$ cat src/sv/mcr_pkg.sv
// ----------------------------------------------------------------------------
// mcr_pkg
// Shared types and constants of the mailbox channel register block.
// ----------------------------------------------------------------------------
package mcr_pkg;

  // register offsets within the 256-byte window
  localparam logic [7:0] ADDR_CTRL    = 8'h00;
  localparam logic [7:0] ADDR_STATUS  = 8'h04;
  localparam logic [7:0] ADDR_TXSIZE  = 8'h08;
  localparam logic [7:0] ADDR_TXDATA  = 8'h0C;
  localparam logic [7:0] ADDR_RXSIZE  = 8'h10;
  localparam logic [7:0] ADDR_RX_BASE = 8'h14;

  // request actions
  localparam logic [1:0] ACT_WRITE = 2'd0;
  localparam logic [1:0] ACT_READ  = 2'd1;
  localparam logic [1:0] ACT_HOST  = 2'd2;

  // control register bits
  localparam int unsigned CTRL_DI_BIT  = 0;
  localparam int unsigned CTRL_RST_BIT = 1;

  // width of a message byte count in the command queue
  localparam int unsigned CNT_W = 7;

  typedef enum logic [1:0] {
    KIND_ACK  = 2'd0,
    KIND_READ = 2'd1,
    KIND_TX   = 2'd2
  } kind_e;

  typedef enum logic [2:0] {
    FLT_OK     = 3'd0,
    FLT_BUSY   = 3'd1,
    FLT_SIZE   = 3'd2,
    FLT_NOSIZE = 3'd3,
    FLT_ADDR   = 3'd4,
    FLT_OVFL   = 3'd5
  } fault_e;

  typedef struct packed {
    logic [1:0]  action;
    logic [7:0]  addr;
    logic [31:0] wdata;
    logic [7:0]  host_byte;
    logic        host_last;
  } in_item_t;

  typedef struct packed {
    kind_e       kind;
    logic [31:0] rdata;
    logic [7:0]  tx_byte;
    logic        tx_last;
    logic        irq_level;
    fault_e      fault;
  } out_item_t;

  // one classified request handed from the front to the back
  typedef struct packed {
    kind_e            kind;
    logic [31:0]      rdata;
    fault_e           fault;
    logic             irq;
    logic [CNT_W-1:0] count;
  } cmd_t;

  function automatic int unsigned addr_width(int unsigned depth);
    addr_width = (depth > 1) ? $clog2(depth) : 1;
  endfunction

endpackage

$ cat src/sv/mailbox_channel_registers_unit.sv
// ----------------------------------------------------------------------------
// mailbox_channel_registers_unit
// Byte mailbox behind an 8-bit register window, queue-style request and
// result ports.
// ----------------------------------------------------------------------------
// Each request (bus write, bus read or host byte) gives one result, except a
// transmit data write that completes a message, which gives one transmitted
// byte result per message byte with a last mark on the final one. Requests
// are taken one per cycle while full is low; a result passes the decode and
// receive buffer read stage, the command queue and the result register
// before it can be popped. A completed message drains from the transmit
// memory at one byte per cycle through its single read port while the result
// register is free, and full stays high from the completing write until the
// last byte has been read out of that memory.
// Configuration is through the register window itself; no clearing pass is
// needed after reset (receive buffer entries carry valid bits).
module mailbox_channel_registers_unit #(
  parameter int unsigned BUF_DEPTH = 64
) (
  input  logic                 clk_i,
  input  logic                 rst_ni,
  // request side
  input  logic                 push,
  input  mcr_pkg::in_item_t    in_data_i,
  output logic                 full,
  // result side
  output logic                 empty,
  input  logic                 pop,
  output mcr_pkg::out_item_t   out_data_o
);

  localparam int unsigned AW = mcr_pkg::addr_width(BUF_DEPTH);

  // front to queue
  logic          cmd_push;
  mcr_pkg::cmd_t cmd_in;
  logic          cmd_full;

  // queue to back
  logic          cmd_pop;
  mcr_pkg::cmd_t cmd_out;
  logic          cmd_empty;

  // transmit memory ports
  logic          tx_we;
  logic [AW-1:0] tx_waddr;
  logic [7:0]    tx_wdata;
  logic          tx_re;
  logic [AW-1:0] tx_raddr;
  logic [7:0]    tx_rdata;

  // back end finished reading the message out
  logic          flush_done;

  // decoder: registers, receive buffer and transmit fill
  mcr_front #(
    .BUF_DEPTH (BUF_DEPTH)
  ) u_front (
    .clk_i        (clk_i),
    .rst_ni       (rst_ni),
    .push         (push),
    .item_i       (in_data_i),
    .full         (full),
    .cmd_push_o   (cmd_push),
    .cmd_o        (cmd_in),
    .cmd_full_i   (cmd_full),
    .tx_we_o      (tx_we),
    .tx_waddr_o   (tx_waddr),
    .tx_wdata_o   (tx_wdata),
    .flush_done_i (flush_done)
  );

  // decouples decoding from result back-pressure
  mcr_cmd_fifo u_cmd_fifo (
    .clk_i   (clk_i),
    .rst_ni  (rst_ni),
    .push_i  (cmd_push),
    .data_i  (cmd_in),
    .full_o  (cmd_full),
    .pop_i   (cmd_pop),
    .data_o  (cmd_out),
    .empty_o (cmd_empty)
  );

  // transmit message storage, filled by the front, drained by the back
  mcr_ram #(
    .WIDTH (8),
    .DEPTH (BUF_DEPTH)
  ) u_tx_ram (
    .clk_i   (clk_i),
    .we_i    (tx_we),
    .waddr_i (tx_waddr),
    .wdata_i (tx_wdata),
    .re_i    (tx_re),
    .raddr_i (tx_raddr),
    .rdata_o (tx_rdata)
  );

  // result sequencer with the output register
  mcr_back #(
    .BUF_DEPTH (BUF_DEPTH)
  ) u_back (
    .clk_i        (clk_i),
    .rst_ni       (rst_ni),
    .cmd_empty_i  (cmd_empty),
    .cmd_i        (cmd_out),
    .cmd_pop_o    (cmd_pop),
    .tx_re_o      (tx_re),
    .tx_raddr_o   (tx_raddr),
    .tx_rdata_i   (tx_rdata),
    .flush_done_o (flush_done),
    .empty        (empty),
    .pop          (pop),
    .out_o        (out_data_o)
  );

endmodule

$ cat src/sv/mcr_ram.sv
// ----------------------------------------------------------------------------
// mcr_ram
// Generic single-write, single-read memory with registered read data.
// ----------------------------------------------------------------------------
module mcr_ram #(
  parameter int unsigned WIDTH = 8,
  parameter int unsigned DEPTH = 64
) (
  input  logic                                   clk_i,
  input  logic                                   we_i,
  input  logic [mcr_pkg::addr_width(DEPTH)-1:0]  waddr_i,
  input  logic [WIDTH-1:0]                       wdata_i,
  input  logic                                   re_i,
  input  logic [mcr_pkg::addr_width(DEPTH)-1:0]  raddr_i,
  output logic [WIDTH-1:0]                       rdata_o
);

  logic [WIDTH-1:0] mem_q [DEPTH];
  logic [WIDTH-1:0] rdata_q;

  always_ff @(posedge clk_i) begin
    if (we_i) begin
      mem_q[waddr_i] <= wdata_i;
    end
    if (re_i) begin
      rdata_q <= mem_q[raddr_i];
    end
  end

  assign rdata_o = rdata_q;

endmodule

$ cat src/sv/mcr_front.sv
// ----------------------------------------------------------------------------
// mcr_front
// Request decoder: register file, receive buffer and transmit fill.
// ----------------------------------------------------------------------------
module mcr_front #(
  parameter int unsigned BUF_DEPTH = 64
) (
  input  logic                                      clk_i,
  input  logic                                      rst_ni,
  input  logic                                      push,
  input  mcr_pkg::in_item_t                         item_i,
  output logic                                      full,
  output logic                                      cmd_push_o,
  output mcr_pkg::cmd_t                             cmd_o,
  input  logic                                      cmd_full_i,
  output logic                                      tx_we_o,
  output logic [mcr_pkg::addr_width(BUF_DEPTH)-1:0] tx_waddr_o,
  output logic [7:0]                                tx_wdata_o,
  input  logic                                      flush_done_i
);

  localparam int unsigned LEN_W = $clog2(BUF_DEPTH + 1);
  localparam int unsigned AW    = mcr_pkg::addr_width(BUF_DEPTH);

  logic                 di_q, di_d;
  logic                 rdy_q, rdy_d;
  logic                 irq_q, irq_d;
  logic [LEN_W-1:0]     tx_len_q, tx_len_d;
  logic [LEN_W-1:0]     tx_fill_q, tx_fill_d;
  logic [LEN_W-1:0]     rx_len_q, rx_len_d;
  logic [LEN_W-1:0]     rx_fill_q, rx_fill_d;
  logic [BUF_DEPTH-1:0] rx_vld_q, rx_vld_d;
  logic                 flush_pend_q, flush_pend_d;
  logic                 s1_valid_q;
  mcr_pkg::cmd_t        s1_q;
  logic                 s1_rx_q;

  logic                 take;
  logic                 s1_adv;
  logic                 rx_we;
  logic                 rx_re;
  logic                 rx_hit;
  logic [7:0]           rx_off;
  logic [LEN_W-1:0]     tx_fill_inc;
  logic [7:0]           rx_rdata;
  mcr_pkg::cmd_t        ent;

  assign s1_adv = !s1_valid_q || !cmd_full_i;
  assign full   = flush_pend_q || !s1_adv;
  assign take   = push && !full;

  assign rx_off      = item_i.addr - mcr_pkg::ADDR_RX_BASE;
  assign tx_fill_inc = tx_fill_q + LEN_W'(1);

  assign tx_waddr_o = tx_fill_q[AW-1:0];
  assign tx_wdata_o = item_i.wdata[7:0];

  always_comb begin
    di_d         = di_q;
    rdy_d        = rdy_q;
    irq_d        = irq_q;
    tx_len_d     = tx_len_q;
    tx_fill_d    = tx_fill_q;
    rx_len_d     = rx_len_q;
    rx_fill_d    = rx_fill_q;
    rx_vld_d     = rx_vld_q;
    flush_pend_d = flush_pend_q;
    tx_we_o      = 1'b0;
    rx_we        = 1'b0;
    rx_re        = 1'b0;
    rx_hit       = 1'b0;
    ent          = '0;
    ent.kind     = mcr_pkg::KIND_ACK;
    ent.fault    = mcr_pkg::FLT_OK;

    if (flush_done_i) begin
      flush_pend_d = 1'b0;
    end

    if (take) begin
      unique case (item_i.action)
        mcr_pkg::ACT_WRITE: begin
          unique case (item_i.addr)
            mcr_pkg::ADDR_CTRL: begin
              di_d = item_i.wdata[mcr_pkg::CTRL_DI_BIT] &
                     !item_i.wdata[mcr_pkg::CTRL_RST_BIT];
              if (item_i.wdata[mcr_pkg::CTRL_DI_BIT]) begin
                irq_d = 1'b0;
              end
              if (item_i.wdata[mcr_pkg::CTRL_RST_BIT]) begin
                rdy_d     = 1'b0;
                tx_len_d  = '0;
                tx_fill_d = '0;
                rx_len_d  = '0;
              end
            end
            mcr_pkg::ADDR_TXSIZE: begin
              if (tx_len_q != '0) begin
                ent.fault = mcr_pkg::FLT_BUSY;
              end
              if (item_i.wdata > 32'(BUF_DEPTH)) begin
                ent.fault = mcr_pkg::FLT_SIZE;
                tx_len_d  = LEN_W'(BUF_DEPTH);
              end else begin
                tx_len_d  = item_i.wdata[LEN_W-1:0];
              end
              tx_fill_d = '0;
            end
            mcr_pkg::ADDR_TXDATA: begin
              if (tx_len_q == '0) begin
                ent.fault = mcr_pkg::FLT_NOSIZE;
              end else begin
                tx_we_o   = (tx_fill_q < LEN_W'(BUF_DEPTH));
                tx_fill_d = tx_fill_inc;
                if (tx_fill_inc >= tx_len_q) begin
                  // message complete: hand the whole run to the back end
                  flush_pend_d = 1'b1;
                  ent.kind     = mcr_pkg::KIND_TX;
                  ent.count    = mcr_pkg::CNT_W'(tx_len_q);
                  tx_fill_d    = '0;
                  tx_len_d     = '0;
                end
              end
            end
            default: begin
              ent.fault = mcr_pkg::FLT_ADDR;
            end
          endcase
        end
        mcr_pkg::ACT_READ: begin
          ent.kind = mcr_pkg::KIND_READ;
          if (item_i.addr >= mcr_pkg::ADDR_RX_BASE) begin
            if (rx_off < 8'(BUF_DEPTH)) begin
              rx_re  = 1'b1;
              rx_hit = rx_vld_q[rx_off[AW-1:0]];
            end else begin
              ent.fault = mcr_pkg::FLT_ADDR;
            end
          end else begin
            unique case (item_i.addr) inside
              mcr_pkg::ADDR_STATUS: begin
                ent.rdata = 32'(rdy_q);
                rdy_d     = 1'b0;
              end
              mcr_pkg::ADDR_RXSIZE: begin
                ent.rdata = 32'(rx_len_q);
              end
              mcr_pkg::ADDR_CTRL, mcr_pkg::ADDR_TXSIZE, mcr_pkg::ADDR_TXDATA: begin
                ent.rdata = '0;
              end
              default: begin
                ent.fault = mcr_pkg::FLT_ADDR;
              end
            endcase
          end
        end
        mcr_pkg::ACT_HOST: begin
          if (di_q) begin
            if (item_i.host_last) begin
              rx_fill_d = '0;
            end
          end else begin
            if (rx_fill_q < LEN_W'(BUF_DEPTH)) begin
              rx_we                        = 1'b1;
              rx_vld_d[rx_fill_q[AW-1:0]]  = 1'b1;
              rx_fill_d                    = rx_fill_q + LEN_W'(1);
            end else begin
              ent.fault = mcr_pkg::FLT_OVFL;
            end
            if (item_i.host_last) begin
              rx_len_d  = rx_fill_d;
              rx_fill_d = '0;
              rdy_d     = 1'b1;
              irq_d     = 1'b1;
            end
          end
        end
        default: begin
          ent.kind = mcr_pkg::KIND_ACK;
        end
      endcase
    end

    ent.irq = irq_d;
  end

  always_ff @(posedge clk_i or negedge rst_ni) begin
    if (!rst_ni) begin
      di_q         <= 1'b0;
      rdy_q        <= 1'b0;
      irq_q        <= 1'b0;
      tx_len_q     <= '0;
      tx_fill_q    <= '0;
      rx_len_q     <= '0;
      rx_fill_q    <= '0;
      rx_vld_q     <= '0;
      flush_pend_q <= 1'b0;
      s1_valid_q   <= 1'b0;
    end else begin
      di_q         <= di_d;
      rdy_q        <= rdy_d;
      irq_q        <= irq_d;
      tx_len_q     <= tx_len_d;
      tx_fill_q    <= tx_fill_d;
      rx_len_q     <= rx_len_d;
      rx_fill_q    <= rx_fill_d;
      rx_vld_q     <= rx_vld_d;
      flush_pend_q <= flush_pend_d;
      if (s1_adv) begin
        s1_valid_q <= take;
      end
    end
  end

  // stage one waits for the registered receive buffer read
  always_ff @(posedge clk_i) begin
    if (take) begin
      s1_q    <= ent;
      s1_rx_q <= rx_hit;
    end
  end

  mcr_ram #(
    .WIDTH (8),
    .DEPTH (BUF_DEPTH)
  ) u_rx_ram (
    .clk_i   (clk_i),
    .we_i    (rx_we),
    .waddr_i (rx_fill_q[AW-1:0]),
    .wdata_i (item_i.host_byte),
    .re_i    (rx_re),
    .raddr_i (rx_off[AW-1:0]),
    .rdata_o (rx_rdata)
  );

  always_comb begin
    cmd_o = s1_q;
    if (s1_rx_q) begin
      cmd_o.rdata = 32'(rx_rdata);
    end
  end

  assign cmd_push_o = s1_valid_q && !cmd_full_i;

endmodule

$ cat src/sv/mcr_cmd_fifo.sv
// ----------------------------------------------------------------------------
// mcr_cmd_fifo
// Two-entry command queue between the decoder and the result sequencer.
// ----------------------------------------------------------------------------
module mcr_cmd_fifo (
  input  logic          clk_i,
  input  logic          rst_ni,
  input  logic          push_i,
  input  mcr_pkg::cmd_t data_i,
  output logic          full_o,
  input  logic          pop_i,
  output mcr_pkg::cmd_t data_o,
  output logic          empty_o
);

  mcr_pkg::cmd_t entry_q [2];
  logic          wptr_q;
  logic          rptr_q;
  logic [1:0]    cnt_q;
  logic          do_push;
  logic          do_pop;

  assign full_o  = (cnt_q == 2'd2);
  assign empty_o = (cnt_q == 2'd0);
  assign do_push = push_i && !full_o;
  assign do_pop  = pop_i && !empty_o;
  assign data_o  = entry_q[rptr_q];

  always_ff @(posedge clk_i or negedge rst_ni) begin
    if (!rst_ni) begin
      wptr_q <= 1'b0;
      rptr_q <= 1'b0;
      cnt_q  <= 2'd0;
    end else begin
      if (do_push) begin
        wptr_q <= !wptr_q;
      end
      if (do_pop) begin
        rptr_q <= !rptr_q;
      end
      cnt_q <= cnt_q + 2'(do_push) - 2'(do_pop);
    end
  end

  always_ff @(posedge clk_i) begin
    if (do_push) begin
      entry_q[wptr_q] <= data_i;
    end
  end

endmodule

$ cat src/sv/mcr_back.sv
// ----------------------------------------------------------------------------
// mcr_back
// Result sequencer: single results and transmit message read-out.
// ----------------------------------------------------------------------------
module mcr_back #(
  parameter int unsigned BUF_DEPTH = 64
) (
  input  logic                                      clk_i,
  input  logic                                      rst_ni,
  input  logic                                      cmd_empty_i,
  input  mcr_pkg::cmd_t                             cmd_i,
  output logic                                      cmd_pop_o,
  output logic                                      tx_re_o,
  output logic [mcr_pkg::addr_width(BUF_DEPTH)-1:0] tx_raddr_o,
  input  logic [7:0]                                tx_rdata_i,
  output logic                                      flush_done_o,
  output logic                                      empty,
  input  logic                                      pop,
  output mcr_pkg::out_item_t                        out_o
);

  localparam int unsigned LEN_W = $clog2(BUF_DEPTH + 1);
  localparam int unsigned AW    = mcr_pkg::addr_width(BUF_DEPTH);

  typedef enum logic [1:0] {
    ST_IDLE  = 2'b01,
    ST_FLUSH = 2'b10
  } bk_state_e;

  bk_state_e          st_q, st_d;
  logic [LEN_W-1:0]   idx_q, idx_d;
  logic [LEN_W-1:0]   n_q, n_d;
  logic               irq_q, irq_d;
  logic               out_valid_q, out_valid_d;
  mcr_pkg::out_item_t out_q, out_d;
  logic               out_free;

  assign out_free = !out_valid_q || pop;

  always_comb begin
    st_d         = st_q;
    idx_d        = idx_q;
    n_d          = n_q;
    irq_d        = irq_q;
    out_valid_d  = out_valid_q && !pop;
    out_d        = out_q;
    cmd_pop_o    = 1'b0;
    tx_re_o      = 1'b0;
    tx_raddr_o   = idx_q[AW-1:0];
    flush_done_o = 1'b0;

    unique case (st_q)
      ST_IDLE: begin
        if (!cmd_empty_i) begin
          if (cmd_i.kind == mcr_pkg::KIND_TX) begin
            cmd_pop_o  = 1'b1;
            n_d        = cmd_i.count[LEN_W-1:0];
            irq_d      = cmd_i.irq;
            tx_re_o    = 1'b1;
            tx_raddr_o = '0;
            idx_d      = LEN_W'(1);
            st_d       = ST_FLUSH;
          end else if (out_free) begin
            cmd_pop_o       = 1'b1;
            out_valid_d     = 1'b1;
            out_d.kind      = cmd_i.kind;
            out_d.rdata     = cmd_i.rdata;
            out_d.tx_byte   = '0;
            out_d.tx_last   = 1'b0;
            out_d.irq_level = cmd_i.irq;
            out_d.fault     = cmd_i.fault;
          end
        end
      end
      ST_FLUSH: begin
        // byte idx_q-1 sits in the memory output register
        if (out_free) begin
          out_valid_d     = 1'b1;
          out_d.kind      = mcr_pkg::KIND_TX;
          out_d.rdata     = '0;
          out_d.tx_byte   = tx_rdata_i;
          out_d.tx_last   = (idx_q == n_q);
          out_d.irq_level = irq_q;
          out_d.fault     = mcr_pkg::FLT_OK;
          if (idx_q == n_q) begin
            flush_done_o = 1'b1;
            st_d         = ST_IDLE;
          end else begin
            tx_re_o = 1'b1;
            idx_d   = idx_q + LEN_W'(1);
          end
        end
      end
      default: begin
        st_d = ST_IDLE;
      end
    endcase
  end

  always_ff @(posedge clk_i or negedge rst_ni) begin
    if (!rst_ni) begin
      st_q        <= ST_IDLE;
      idx_q       <= '0;
      n_q         <= '0;
      irq_q       <= 1'b0;
      out_valid_q <= 1'b0;
    end else begin
      st_q        <= st_d;
      idx_q       <= idx_d;
      n_q         <= n_d;
      irq_q       <= irq_d;
      out_valid_q <= out_valid_d;
    end
  end

  always_ff @(posedge clk_i) begin
    out_q <= out_d;
  end

  assign empty = !out_valid_q;
  assign out_o = out_q;

`ifndef SYNTHESIS
  a_pop_only_idle: assert property (@(posedge clk_i) disable iff (!rst_ni)
    cmd_pop_o |-> st_q == ST_IDLE)
    else $error("command taken during message read-out");

  a_flush_index: assert property (@(posedge clk_i) disable iff (!rst_ni)
    st_q == ST_FLUSH |-> (idx_q != '0) && (idx_q <= n_q))
    else $error("read-out index out of range");

  a_done_to_idle: assert property (@(posedge clk_i) disable iff (!rst_ni)
    flush_done_o |=> st_q == ST_IDLE)
    else $error("read-out did not end after last byte");

  a_last_is_tx: assert property (@(posedge clk_i) disable iff (!rst_ni)
    out_valid_q && out_q.tx_last |-> out_q.kind == mcr_pkg::KIND_TX)
    else $error("last mark on a non-transmit result");
`endif

endmodule
$ cat config.mk
export PLATFORM = sky130hd
export DESIGN_NAME = mailbox_channel_registers_unit
export DESIGN_NICKNAME = d
export VERILOG_FILES = /design/src/sv/mcr_pkg.sv /design/src/sv/mailbox_channel_registers_unit.sv /design/src/sv/mcr_ram.sv /design/src/sv/mcr_front.sv /design/src/sv/mcr_cmd_fifo.sv /design/src/sv/mcr_back.sv
export SDC_FILE = /design/constraint.sdc
export NUM_CORES = 1
export LEC_CHECK = 0
export ABC_AREA = 0
export BUFFER_PORTS_ARGS = -buffer_cell sky130_fd_sc_hd__buf_2
export CELL_PAD_IN_SITES_DETAIL_PLACEMENT = 0
export CELL_PAD_IN_SITES_GLOBAL_PLACEMENT = 1
export CORE_MARGIN = 1
export CORE_UTILIZATION = 55
export DETAILED_ROUTE_END_ITERATION = 7
export PLACE_DENSITY = 0.91
export SYNTH_ARGS = -nofsm -noshare
export SYNTH_HDL_FRONTEND = slang
export SYNTH_SLANG_ARGS = --single-unit
export TNS_END_PERCENT = 1
$ cat constraint.sdc
create_clock -name clk_i -period 7.2 [get_ports clk_i]
set_input_delay 1.08 -clock clk_i [delete_from_list [all_inputs] [get_ports clk_i]]
set_output_delay 1.08 -clock clk_i [all_outputs]
set_load 0.05 [all_outputs]
== Word-level counts from Yosys, hierarchy flattened ==
Memory sizes are Yosys's and may differ from the RTL's. A register that Yosys moved wholly into a read port is not among the register bits.
Index checks and enable logic that the tools add are counted.

* Memories: 3
* RAM bits: 1114
* Register bits after elaboration: 212
* Bits of input ports: 55
* Output and inout bits: 49

{| class="wikitable"
|+ Memories
! memory !! depth !! width !! rd ports !! clocked after Yosys merged registers in !! write ports !! line !! RTL
|-
| u_front.u_rx_ram.mem_q || 64 || 8 || 1 || 1 || 1 || mcr_ram.sv:18 || <nowiki>logic [WIDTH-1:0] mem_q [DEPTH];</nowiki>
|-
| u_tx_ram.mem_q || 64 || 8 || 1 || 1 || 1 || mcr_ram.sv:18 ||
|-
| u_cmd_fifo.entry_q || 2 || 45 || 1 || 0 || 1 || mcr_cmd_fifo.sv:16 || <nowiki>mcr_pkg::cmd_t entry_q [2];</nowiki>
|}

* Multiplexer cells: 107
* Bitwise logic cells: 8
* $add $sub $neg: 6
* $lt $le $gt $ge: 9
* Reductions and logical operators: 43
* Equal/unequal tests: 28

{| class="wikitable"
|+ Operators by type and width
! kind !! number
|-
| two-way mux 47 bit || 4
|-
| two-way mux 7 bit || 17
|-
| one-hot mux 47 bit (2 select lines) || 1
|-
| OR 64 bit || 1
|-
| two-way mux 1 bit || 52
|-
| one-hot mux 7 bit (2 select lines) || 3
|-
| one-hot mux 7 bit (3 select lines) || 2
|-
| greater-than comparator 32 x 7 -> 1 bit (second input constant) || 1
|-
| two-way mux 32 bit || 1
|-
| adder 7 x 1 -> 7 bit (second input constant) || 3
|-
| inequality test 2 bit (second input constant) || 10
|-
| two-way mux 2 bit || 9
|-
| two-way mux 6 bit || 3
|-
| one-hot mux 3 bit (3 select lines) || 2
|-
| equality test 8 x 4 -> 1 bit (second input constant) || 2
|-
| two-way mux 3 bit || 5
|-
| AND reduction 5 bit || 3
|-
| < comparator 6 x 7 -> 1 bit (second input constant) || 2
|-
| < comparator 7 bit (second input constant) || 2
|-
| inequality test 2 x 1 -> 1 bit (second input constant) || 7
|-
| AND reduction 3 bit || 4
|-
| AND reduction 6 bit || 2
|-
| logical NOT 1 bit || 10
|-
| equality test 2 bit (second input constant) || 4
|-
| other kinds (31) || 51
|}

== Logic depth before layout (Yosys ltp) ==
* Depth after elaboration: 10
* Mapped depth: 12
* Mapped depth without buffers: 9

== Cells and area by module ==
Synthesis repeated with hierarchy kept, for this count alone.

* Cells, all modules: 2862
* Area total of the unflattened synthesis: 53374.9 µm²

{| class="wikitable"
|+ By module, submodules not included
! module !! instances !! cells an instance !! area an instance (µm²)
|-
| mcr_ram at u_front.u_rx_ram || 1 || 972 || 20270.7
|-
| mcr_ram at u_tx_ram || 1 || 940 || 20246.9
|-
| mcr_front || 1 || 576 || 6327.3
|-
| mcr_cmd_fifo || 1 || 158 || 3644.7
|-
| mcr_back || 1 || 216 || 2885.3
|}

== Worst setup path before layout ==
No wires, ideal clock.

* Kind: input-to-reg
* Start: input port in_data_i[43] (netlist bit)
* End: register u_front.u_rx_ram.rdata_q[0] (netlist: u_front.u_rx_ram.rdata_o[0]), read port of u_front.u_rx_ram.mem_q, data pin
* Slack: 2.772 ns
* Required time: 6.928 ns
* Data arrival time: 4.156 ns
* Setup time: 0.272 ns
* Cell stages on the path: 8
* Cells stage by stage: clkbuf_1 -> buf_1 -> inv_1 -> ha_1 -> xor2_1 -> buf_2 -> mux4_2 -> mux4_2

* Cells in the longest elaborated chain, start to end: 6
* Elaborated cells on any way between the ends: 7

{| class="wikitable"
|+ RTL lines
! element !! line !! RTL
|-
| start: declaration || mailbox_channel_registers_unit.sv:24 || <nowiki>input mcr_pkg::in_item_t in_data_i,</nowiki>
|-
| subtractor 8 x 5 -> 8 bit || mcr_front.sv:52 || <nowiki>assign rx_off = item_i.addr - mcr_pkg::ADDR_RX_BASE;</nowiki>
|-
| < comparator 8 x 7 -> 1 bit || mcr_front.sv:133 || <nowiki>if (rx_off < 8'(BUF_DEPTH)) begin</nowiki>
|-
| two-way mux 1 bit || mcr_front.sv:133 ||
|-
| two-way mux 1 bit || mcr_front.sv:132 || <nowiki>if (item_i.addr >= mcr_pkg::ADDR_RX_BASE) begin</nowiki>
|-
| two-way mux 1 bit || mcr_front.sv:81 || <nowiki>unique case (item_i.action)</nowiki>
|-
| two-way mux 1 bit || mcr_front.sv:80 || <nowiki>if (take) begin</nowiki>
|-
| end: declaration || mcr_ram.sv:19 || <nowiki>logic [WIDTH-1:0] rdata_q;</nowiki>
|}

Parallel ways exist; a longest one is shown, timed or not.
A chain may end at the register's enable or synchronous reset.

== Worst setup path in the final report ==
* Start: input port in_data_i[43] (netlist bit)
* End: memory u_tx_ram.mem_q[30][2] (enable)

* Cells in the longest elaborated chain, start to end: 6

{| class="wikitable"
|+ RTL lines
! element !! line !! RTL
|-
| equality test 8 x 4 -> 1 bit || mcr_front.sv:83 || <nowiki>unique case (item_i.addr)</nowiki>
|-
| two-way mux 1 bit || mcr_front.sv:83 ||
|-
| two-way mux 1 bit || mcr_front.sv:81 ||
|-
| two-way mux 1 bit || mcr_front.sv:80 ||
|-
| two-way mux 1 bit || mcr_ram.sv:22 || <nowiki>if (we_i) begin</nowiki>
|-
| two-way mux 1 bit (implied by the code) || mcr_ram.sv:23 || <nowiki>mem_q[waddr_i] <= wdata_i;</nowiki>
|-
| end: declaration || mcr_ram.sv:18 ||
|}

No other way between the ends.

==> summary.txt <==
post-route cell area - 55,100 µm²
HPWL after DPL - 70,000 µm
Critical Path End Type - flip-flop
switching share of power - 0.272
vias in the first global route - 26.7k
Synth top cells by count - edfxtp_1, nor2_1, mux4_2, nand2_1, dfrtp_1
arrival time worst endpoint - 4.35 ns
RR Endpoint - u_tx_ram.mem_q[30][2]$_DFFE_PP_
WHS Path Cells - 0
Synth top area share - 0.682
RSZ-0062 raised after global routing - false
Via density - 6.38
worst hold margin - 0.451 ns
# hold bufs at CTS - 0
power per cell area - 323 nW/µm²
DRT antenna net count - 0
Total Wirelength - 115,000 µm
HP Class - flip-flop to flip-flop
Worst VDD drop - 0.324 mV
sequential area share after synthesis - 0.743
GRT overflow - 0
first-pass GRT wire length - 170,000 µm
Ys Warns - 0
period utilization - 0.561
EDFF count, synth - 1,126
initial antenna violation count - 4
setup TNS - 0 ns
CTS resizes - 0
outcome - completed
filler-free cell count of the finished design - 4,107
vias post-DR - 26.2k
met3 Use GR - 0.0460
setup repair bufs after CTS - 0
mapped cell area - 49,500 µm²
Fin. Hold Viols - 0
setup ws final - 3.16 ns
XOR/XNOR share of the synthesized area - 0.00460
startpoint types - primary input
leakage - 18.8 nW
GR Layer Usage met2 - 0.430
DR pass1 iterations - 7
CTS H-tree depth - 3
Worst Max-Slew Pin Slew - 1.33 ns
simple-gate share of the synthesized area - 0.0515
row count - 109
Flop pwr share - 0.476
Int Pwr - 0.0129 W
Initial Utilization - 0.558
WL per Instance - 28.1 µm
Die Y-Extent - 302 µm
combinational share of power - 0.163
Crit Path Category - primary input to flip-flop
RePlAce Congestion - 0.899
FMAX - 247 MHz
compound-gate portion of the synthesized area - 0.0483
post-route minimum period - 4.04 ns
Core ar. - 88,800 µm²
Clk pin slew, worst setup/hold paths - 0.06 ns
port bufs - 79
biggest area consumer among synthesized cells - edfxtp_1
Mean Syn Cell Area - 18.0 µm²
area share of fa/ha/maj cells after synthesis - 0.00455
R2R setup slack - 3.17 ns
clock share of power - 0.361
CTS Root Cell - clkbuf_16
Slew Limit Fails - 0
mux share of post-synthesis cell area - 0.130
min-delay src - u_front.cmd_o[43]$_DFFE_PP_
Max-Cap Viols - 0
Iter 0 DRT Violations - 3,326
Clock Skew - 0.0526 ns
nets - 2,913
Distinct cells, synth - 71
most frequent cell after synthesis - edfxtp_1
worst skew pair latency - 0.71 ns
CTS tree - yes
Sw Pwr - 0.00484 W
dpl ws - 2.52 ns
Gate Count Post-Synth - 2,753
CP required - 7.51 ns
Slew HR - 0.111
Clock Path Buffers - 3
WHS Endpoint - u_cmd_fifo.entry_q[1][43]$_DFFE_PP_
Post-synth top flop - edfxtp_1
largest net degree at the start of global routing - 85
Yosys reg bits - 1,245
ranking of synthesized cells by area - edfxtp_1, mux4_2, dfrtp_1
Top Usage Layer GRT - met2
share of cells above drive strength 1 - 0.208
# placed instances - 3,887
io pins - 104
Post-synth ARST share - 0.0956
total track usage - 0.255
DRC viols - 0
CTS buffer count - 116
met1 usage - 0.325
final-report setup violation count - 0
die width - 302 µm
crit-path max FO - 39
Worst R2R Start - u_cmd_fifo.cnt_q[1]$_DFF_PN0_
Worst R2R Path Depth - 9
placed cell area - 51,000 µm²
clock tree sinks - 1,245
Die ar. - 91,300 µm²
synthesis-to-layout area growth - 11.1%
largest family of logic cells by synthesized area - multiplexers
power by group through the flow:
stage          logic (W)  registers [W]  clock network, W
5_1_grt          0.00308        0.00850           0.00672
6_report         0.00289        0.00847           0.00642
2_1_floorplan    0.00183        0.00872                 0
3_5_place_dp     0.00285        0.00861                 0
3_3_place_gp     0.00277        0.00859                 0
4_1_cts          0.00288        0.00847           0.00647
layout make-up:
cell class	count	area, µm²
Sequential cell	1245	36800
Inverter	28	105
Tap cell	1165	1460
Multi-Input combinational cell	1333	12000
Clock buffer	139	3040
Clock inverter	79	987
Fill cell	5827	33700
Antenna cell	2	5.00
Timing Repair Buffer	116	692
flip-flops by register name, summed over array words and instances, names as in the netlist, 8 cells and up:
register / count
u_back.out_o: 23
u_cmd_fifo.entry_q: 42
u_front.cmd_o: 13
u_front.rx_vld_q: 64
u_front.u_rx_ram.mem_q: 512
u_front.u_rx_ram.rdata_o: 8
u_tx_ram.mem_q: 512
u_tx_ram.rdata_o: 8
per-layer routing:
layer / share of wire / up-vias
li1: - / 11046
met1: 0.36 / 13305
met2: 0.51 / 1555
met3: 0.084 / 309
met4: 0.044 / 4
met5: 0.00019 / -
worst max-delay path: stages:
cell	delay, ns
buf_2	0.14
buf_4	0.55
ha_1	0.32
and3_1	0.19
nor3b_1	0.32
nor2b_1	0.31
nand3_1	0.64
nor2_1	0.78
worst max-delay path by stage:
stage,start,endpoint,slack [ns],depth (start not counted)
2_1_floorplan,in_data_i[43],u_front.u_rx_ram.rdata_o[0]$_DFFE_PP_,2.77,8
3_3_place_gp,in_data_i[41],u_front.s1_rx_q$_SDFFCE_PN0P_,2.58,6
3_5_place_dp,in_data_i[41],u_front.s1_rx_q$_SDFFCE_PN0P_,2.52,6
4_1_cts,u_cmd_fifo.cnt_q[1]$_DFF_PN0_,u_tx_ram.mem_q[38][4]$_DFFE_PP_,3.25,9
5_1_grt,u_cmd_fifo.cnt_q[1]$_DFF_PN0_,u_tx_ram.mem_q[30][2]$_DFFE_PP_,2.96,9
6_report,in_data_i[43],u_tx_ram.mem_q[30][2]$_DFFE_PP_,3.16,8
cell families (layout without fill, tap and decap cells):
family                     Yosys count  after routing
DFF                               1245           1245
and+or+nand+nor                    550            550
AOI/OAI and AO/OA                  360            360
muxes                              355            355
buffers and inverters              198            362
xor gates and xnor gates            26             26
adders and majority gates           18             18
other                                1             26
cells in the final DEF (no fill, tap or decap), types with 38 or more instances in the layout:
cell / n
a21oi_1: 87
buf_2: 76
buf_4: 38
clkbuf_16: 117
dfrtp_1: 116
edfxtp_1: 1126
mux2i_1: 107
mux4_2: 231
nand2_1: 135
nor2_1: 246
o21ai_0: 69
or2_2: 41
per-stage QoR:
stage	utilization	total power [W]
detailed placement	0.575	0.0115
CTS	0.620	0.0178
finish	0.620	0.0178
global placement	0.575	0.0114
floorplan	-	0.0105
global route	0.620	0.0183
No activity file was read; power rests on OpenSTA's default activity.
